### src/rtl/aps_pkg.sv
// shared types and constants for the box physics step block
package aps_pkg;

    localparam int MAX_ENTRIES   = 64;
    localparam int IDX_W         = $clog2(MAX_ENTRIES);
    localparam int FRACTION_BITS = 8;
    localparam int VAL_W         = 24;
    localparam int SIZE_W        = 23;
    localparam int DT_W          = 16;
    localparam int CNT_W         = 7;
    localparam int KEEP_FACTOR   = 65208;
    localparam int KEEP_SHIFT    = 16;
    localparam int ROW_W         = 2 * VAL_W + 2 * SIZE_W;
    localparam int VEL_W         = 2 * VAL_W + 1;

    localparam logic [1:0] CFG_GRAVITY_X = 2'd0;
    localparam logic [1:0] CFG_GRAVITY_Y = 2'd1;
    localparam logic [1:0] CFG_ENTRIES   = 2'd2;

    typedef enum logic [3:0] {
        ST_IDLE, ST_READ, ST_LATCH, ST_GRAV, ST_FRIC, ST_MOVE,
        ST_SCAN_RD, ST_SCAN_CMP, ST_RESOLVE, ST_FINISH, ST_OUT
    } aps_state_t;

    // controller to datapath
    typedef struct packed {
        logic       capture;   // take input beat
        logic       write_load;
        logic       latch_row;
        logic       do_grav;
        logic       do_fric;
        logic       do_move;   // form trial position for current axis
        logic       scan_rd;   // issue read of scan entry
        logic       scan_cmp;  // compare scan entry
        logic       resolve;   // undo or keep trial
        logic       finish;    // threshold and write back
        logic       axis;      // 0 x, 1 y
    } aps_cmd_t;

    // datapath to controller
    typedef struct packed {
        logic is_load;
        logic is_static;
        logic scan_done;
    } aps_stat_t;

    function automatic logic signed [VAL_W-1:0] sat(input logic signed [63:0] v);
        if (v > 64'sd8388607) return 24'sh7fffff;
        if (v < -64'sd8388608) return 24'sh800000;
        return v[VAL_W-1:0];
    endfunction

    function automatic logic signed [63:0] rshift(input logic signed [63:0] p,
                                                  input int s);
        logic [63:0] m;
        m = p[63] ? (64'd0 - p) : p;
        m = (m + (64'd1 << (s - 1))) >> s;
        return p[63] ? -$signed(m) : $signed(m);
    endfunction

endpackage

### src/rtl/aps_ctrl.sv
// sequencer for load and advance items
module aps_ctrl (
    input  logic              aclk,
    input  logic              aresetn,
    input  logic              s_valid,
    output logic              s_ready,
    output logic              m_valid,
    input  logic              m_ready,
    input  aps_pkg::aps_stat_t stat,
    output aps_pkg::aps_cmd_t  cmd
);
    import aps_pkg::*;

    aps_state_t state_reg, state_next;
    logic       axis_reg, axis_next;

    // state register
    always_ff @(posedge aclk) begin
        if (!aresetn) begin
            state_reg <= ST_IDLE;
            axis_reg  <= 1'b0;
        end else begin
            state_reg <= state_next;
            axis_reg  <= axis_next;
        end
    end

    // next state
    always_comb begin
        state_next = state_reg;
        axis_next  = axis_reg;
        case (state_reg)
            ST_IDLE:     if (s_valid) state_next = ST_READ;
            ST_READ:     state_next = stat.is_load ? ST_OUT : ST_LATCH;
            ST_LATCH:    state_next = stat.is_static ? ST_OUT : ST_GRAV;
            ST_GRAV:     state_next = ST_FRIC;
            ST_FRIC: begin
                state_next = ST_MOVE;
                axis_next  = 1'b0;
            end
            ST_MOVE:     state_next = ST_SCAN_RD;
            ST_SCAN_RD:  state_next = stat.scan_done ? ST_RESOLVE : ST_SCAN_CMP;
            ST_SCAN_CMP: state_next = ST_SCAN_RD;
            ST_RESOLVE: begin
                if (axis_reg) begin
                    state_next = ST_FINISH;
                end else begin
                    state_next = ST_MOVE;
                    axis_next  = 1'b1;
                end
            end
            ST_FINISH:   state_next = ST_OUT;
            ST_OUT:      if (m_ready) state_next = ST_IDLE;
            default:     state_next = ST_IDLE;
        endcase
    end

    // outputs
    always_comb begin
        cmd            = '0;
        cmd.axis       = axis_reg;
        s_ready        = 1'b0;
        m_valid        = 1'b0;
        case (state_reg)
            ST_IDLE: begin
                s_ready     = 1'b1;
                cmd.capture = s_valid;
            end
            ST_READ:     cmd.write_load = stat.is_load;
            ST_LATCH:    cmd.latch_row  = 1'b1;
            ST_GRAV:     cmd.do_grav    = 1'b1;
            ST_FRIC:     cmd.do_fric    = 1'b1;
            ST_MOVE:     cmd.do_move    = 1'b1;
            ST_SCAN_RD:  cmd.scan_rd    = 1'b1;
            ST_SCAN_CMP: cmd.scan_cmp   = 1'b1;
            ST_RESOLVE:  cmd.resolve    = 1'b1;
            ST_FINISH:   cmd.finish     = 1'b1;
            ST_OUT:      m_valid        = 1'b1;
            default: ;
        endcase
    end
endmodule

### config.mk
export PLATFORM = sky130hd
export DESIGN_NAME = aps_ctrl
export DESIGN_NICKNAME = d
export VERILOG_FILES = /design/src/rtl/aps_pkg.sv /design/src/rtl/aps_ctrl.sv
export SDC_FILE = /design/constraint.sdc
export NUM_CORES = 1
export LEC_CHECK = 0
export BUFFER_PORTS_ARGS = -buffer_cell sky130_fd_sc_hd__buf_4
export CAP_MARGIN = 20
export CORE_AREA = 5 5 42 44
export DETAILED_ROUTE_END_ITERATION = 10
export DIE_AREA = 0 0 47 49
export GPL_TIMING_DRIVEN = 0
export PLACE_DENSITY = 0.64
export SYNTH_ARGS = -nofsm -noshare
export SYNTH_HDL_FRONTEND = slang
export SYNTH_SLANG_ARGS = --single-unit
export TNS_END_PERCENT = 10
### constraint.sdc
create_clock -name aclk -period 2 [get_ports aclk]
set_clock_uncertainty 0.15 [all_clocks]
set_input_delay 0.4 -clock aclk [delete_from_list [all_inputs] [get_ports aclk]]
set_output_delay 0.4 -clock aclk [all_outputs]
set_load 0.01 [all_outputs]
After elaboration in Yosys (flattened, before gate mapping). Index checks and enable logic that the tools add are counted.

Register bits: 5. Bits in latches: 0. Bits in writable memories: 0. Memory bits (read-only): 0. Input port bits: 7. Output and inout bits: 13. Logic and storage cells: 38. Memories kept: 0.

Add/subtract/negate cells: 0. Multipliers: 0. Divide/modulo/power cells: 0. $lt $le $gt $ge: 0. Equality and inequality tests: 12. Shift operators: 0. Multiplexer cells: 20. Bitwise logic cells: 0. Reduce and logical (&&, ||, !) cells: 4.

Operator list (count): 4-bit one-hot mux with 10 select lines (1); 4-bit two-way mux (6); 4-bit by 3-bit == test with 1-bit output (second input constant) (4); 4-bit == test (second input constant) (3); 1-bit two-way mux (12); 4-bit by 2-bit == test with 1-bit output (second input constant) (2); 4-bit by 1-bit == test with 1-bit output (second input constant) (1); 4-bit zero test (1); 2-bit != test (second input constant) (2); 1-bit one-hot mux with 2 select lines (1); 2-bit AND reduction (1); 2-bit nonzero test (1); 2-bit OR reduction (1).

Longest topological paths before layout.
Depth in word-level cells: 3. Depth in mapped cells: 4. Depth with buffers taken out: 3.

Worst setup path after synthesis. OpenSTA, ideal clock, no wires.

Kind: reg2out. Start point: register state_reg[3]. End point: output port cmd[10] in the netlist's numbering. Arrival time: 1.051 ns. Data required time: 1.450 ns. Slack: 0.399 ns. Stages on the path, launching flop included: 4. Buffers on the path: 1. Path through: dfxtp_1 > buf_2 > nor4_4 > and2_1.

RTL lines: start, declared (RTL line aps_ctrl.sv:14) `aps_state_t state_reg, state_next;`; start signal, assigned (RTL line aps_ctrl.sv:23) `state_reg <= state_next;`; end, declared (RTL line aps_ctrl.sv:10) `output aps_pkg::aps_cmd_t cmd`.

==> Flow_metrics.wiki <==
{| class="wikitable"
! Metric !! Value
|-
| Flip-flop count of the largest register, all copies and words added || 4
|-
| Global route overflow || 0
|-
| Buffers on Ports || 19
|-
| CP max FO || 10
|-
| Met2 layer usage reported by global route || 15.6%
|-
| Clock power frac || 18.1%
|-
| Slowest stage delay, CP || 0.44 ns
|-
| Count of distinct cell types in the synthesized netlist || 29
|-
| Routed len/inst || roughly 12 um
|-
| Die width || about 47 um
|-
| Reg2Reg Depth || 3
|-
| Synthesized netlist cell count || 56
|-
| Crit path arrival time || 1.29 ns
|-
| Worst-case setup slack after placement || 0.332 ns
|-
| Run status || finished, final reports clean
|-
| First-pass GRT wire length || 2000 um
|-
| Total leakage power || 0.270 nW
|-
| Routed vias/inst || between 5 and 6
|-
| Pin slew with the least headroom to its limit || between 0.3 and 0.4 ns
|-
| Share of post-route cells with drive strength above 1 || 44.3%
|-
| Aggregate global-route resource usage || 11.8%
|-
| Diodes inserted || 0
|-
| Netlist Area Pre-Place || 439 um^2
|-
| Number of detailed-route iterations in the first pass || 4
|-
| Initial DRC Count || 18
|-
| Core Region || 1400 um^2
|-
| Share of async-settable or async-resettable flops after synthesis || 0%
|-
| Synth area leaders || sky130_fd_sc_hd__dfxtp_1 23%, sky130_fd_sc_hd__nor3_1 8.0%, sky130_fd_sc_hd__nand2b_1 5.7%, sky130_fd_sc_hd__buf_4 5.1%, sky130_fd_sc_hd__buf_6 5.1%
|-
| Power per unit of standard cell area || 1070 nW/um^2
|-
| Remaining number of nets flagged by the antenna check after routing || 0
|-
| Avg Synthesized Cell Area || between 7 and 8 um^2
|-
| Worst hold slack || 0.250 ns
|-
| Reg2reg end || state_reg[3]
|-
| Syn Nets || 63
|-
| Type of the worst setup path || reg -> out
|-
| Number of max-slew violations in the final report || 0
|-
| Setup WS post-layout || 0.162 ns
|-
| WL final || 1150 um
|-
| Growth of design area from synthesis to finish || 43.6%
|-
| Most common cell on crit path || sky130_fd_sc_hd__buf_4
|-
| Num ports || 20
|-
| Number of warning messages in the yosys log || 0
|-
| Setup slack, reg-to-reg || 0.73 ns
|-
| Library cell with the highest instance count after synthesis || sky130_fd_sc_hd__nor3_1
|-
| Nets@finish || 87
|-
| Worst voltage drop across the vdd grid || 519 uV
|-
| Number of buffers created by CTS || 3
|-
| Number of antenna violations at the first check in global routing || 0
|-
| Slew Limit Headroom || 79.0%
|-
| Origin of the worst setup path || state_reg[0]
|-
| Overall die area || 2300 um^2
|-
| Post-synth EDFFs || 0
|-
| Core Rows || 14
|-
| Final Hold Fails || 0
|-
| RD Place Congestion || 0.812
|-
| Global-route met1 utilization || 16.3%
|-
| Switch share || around two fifths
|-
| Die extent in y || about 49 um
|-
| Clk sinks || 5
|-
| Clk pin slew, worst setup/hold paths || 0.05 ns
|-
| Vias || 490
|-
| Worst endpoint required time || 1.45 ns
|-
| FF+latch count, synth || 5
|-
| Gr busiest metal || met1
|-
| Period utilisation layout || 91.9%
|-
| Hold endpoint || state_reg[2]
|-
| Number of levels the H-tree was split into || 1
|-
| Most common library cells after synthesis || 7 x sky130_fd_sc_hd__nor3_1, 6 x sky130_fd_sc_hd__nor2_1, 5 x sky130_fd_sc_hd__dfxtp_1, 4 x sky130_fd_sc_hd__nand2b_1
|-
| CP Capture Type || output pin
|-
| Setup total negative slack || 0 ns
|-
| Root Buffer || sky130_fd_sc_hd__clkbuf_4
|-
| Final critical delay including setup and external delays || about 1.8 ns
|-
| Switching power || 0.273 mW
|-
| Fraction of power consumed by sequential logic || 25.7%
|-
| Number of fill cells || 169
|-
| Initial standard-cell utilization of the core || 31.3%
|-
| Achievable frequency || around 0.54 GHz
|-
| Startpoint of the lowest-slack register-to-register path || state_reg[2]
|-
| Internal Dissipation || between 0.4 and 0.5 mW
|-
| Dominant cell type by area after synthesis || sky130_fd_sc_hd__dfxtp_1
|-
| Clock latency on the worst-skew pair || about 0.25 ns
|-
| Clk buf depth || 2
|-
| Flip-flop cell with the highest count after synthesis || sky130_fd_sc_hd__dfxtp_1
|-
| Number of max-cap violations || 0
|-
| Area fraction of the dominant cell type after synthesis || 22.8%
|-
| Maximum number of pins on one net before global-route repair || 11
|-
| DRC violations left || 0
|-
| Max stage delay cell, worst path || sky130_fd_sc_hd__dfxtp_1
|-
| Clock tree from TritonCTS || done
|-
| Number of setup violations in the final report || 0
|-
| Critical Path Start Type || flop
|-
| WHS Path Cells || 2
|-
| Met3 Usage GRT || under 10%
|-
| Cells along the critical path || buf_4, nand2_2, nor3_1, buf_4
|-
| Sequential area share after synthesis || 22.8%
|-
| Launch point of the worst hold path || aresetn
|-
| Combinational fraction of design power || 56.3%
|-
| Number of global-route vias before repair || 465
|-
| Setup repair after global routing missed its margin || yes
|-
| Post-DP HPWL || 859 um
|-
| Type of the tightest min-delay check || in -> reg
|-
| Total chip power || a little under 0.7 mW
|}
-- area by class of cell --
type	instances	area (um^2)	share of cell area [%]
clock buffer	4	26.3	4.17
inverter	3	11.3	1.79
buffer	6	50.0	7.94
multi-input combinational	42	278	44.0
timing repair buffer	19	143	22.6
tap	16	20.0	3.17
sequential	5	103	16.3
-- power groups by stage --
| stage | clock network, mW | logic [mW] | registers, mW |
|---|---|---|---|
| final | 0.122 | 0.379 | 0.173 |
| after global routing | 0.138 | 0.421 | 0.178 |
| after CTS | 0.128 | 0.382 | 0.170 |
| after detailed placement | 0 | 0.381 | 0.172 |
| after global placement | 0 | 0.379 | 0.172 |
| after floorplan | 0 | 0.263 | 0.162 |
-- worst max-delay path by stage --
stage	to	slack [ns]
3_3_place_gp	cmd[10]	0.34
4_1_cts	cmd[10]	0.05
6_report	cmd[7]	0.16
3_5_place_dp	cmd[10]	0.33
2_1_floorplan	cmd[10]	0.40
5_1_grt	cmd[7]	-0.006
-- metal layers --
layer,share of wire [%],wire [um],vias to the layer above
met4,3.0,34,0
met2,44,502,18
li1,-,-,244
met3,7.0,81,5
met5,0,0,-
met1,46,530,223
-- per-stage QoR --
step / instances / cell area (um^2) / util [%]
after CTS: 95 / 628 / 44.8
after global routing: 95 / 631 / 45.0
after detailed placement: 91 / 602 / 42.9
final: 95 / 631 / 45.0
after global placement: 91 / 602 / 42.9
after floorplan: 56 / 439 / -
-- placed cells by master (no fill, tap or decap) --
| cell | n |
|---|---|
| sky130_fd_sc_hd__clkbuf_1 | 1 |
| sky130_fd_sc_hd__a211oi_1 | 1 |
| sky130_fd_sc_hd__inv_1 | 2 |
| sky130_fd_sc_hd__nand2b_1 | 4 |
| sky130_fd_sc_hd__nor2b_1 | 1 |
| sky130_fd_sc_hd__a21oi_1 | 3 |
| sky130_fd_sc_hd__a21boi_1 | 1 |
| sky130_fd_sc_hd__o31ai_1 | 1 |
| sky130_fd_sc_hd__a211oi_2 | 1 |
| sky130_fd_sc_hd__nand3b_1 | 1 |
| sky130_fd_sc_hd__nor4b_1 | 1 |
| sky130_fd_sc_hd__a21bo_2 | 1 |
| sky130_fd_sc_hd__nor4_4 | 1 |
| sky130_fd_sc_hd__nand2_1 | 1 |
| sky130_fd_sc_hd__buf_2 | 1 |
| sky130_fd_sc_hd__buf_4 | 22 |
| sky130_fd_sc_hd__o21ai_0 | 1 |
| sky130_fd_sc_hd__and2_1 | 1 |
| sky130_fd_sc_hd__clkbuf_4 | 3 |
| sky130_fd_sc_hd__nor2_1 | 6 |
| sky130_fd_sc_hd__dfxtp_2 | 2 |
| sky130_fd_sc_hd__dfxtp_1 | 3 |
| sky130_fd_sc_hd__nor3_1 | 7 |
| sky130_fd_sc_hd__inv_2 | 1 |
| sky130_fd_sc_hd__buf_6 | 2 |
| sky130_fd_sc_hd__nand4bb_1 | 2 |
| sky130_fd_sc_hd__nand2_2 | 1 |
| sky130_fd_sc_hd__o31a_1 | 1 |
| sky130_fd_sc_hd__mux2i_1 | 1 |
| sky130_fd_sc_hd__o21a_1 | 1 |
| sky130_fd_sc_hd__nor4_1 | 1 |
| sky130_fd_sc_hd__o21ai_1 | 3 |
-- kinds of logic (layout without fill, tap and decap cells) --
logic type	count (synthesis)	in the layout	synth area share, %
buf+inv	9	32	14.0
simple gates	27	27	39.0
compound gates	14	14	21.9
flops	5	5	22.8
mux	1	1	2.28
-- what timing repair did --
action	CTS	global route
hold buffers	0	0
gates resized for setup	0	2
buffers inserted	0	0
setup endpoints to repair	0	3
-- critical path, delay by kind of cell, from the launching register on --
family	cells	cell delay [ns]
and+or+nand+nor	2	0.24
DFF	1	0.44
buffers and inverters	2	0.36
No activity file was read; power rests on OpenSTA's default activity.
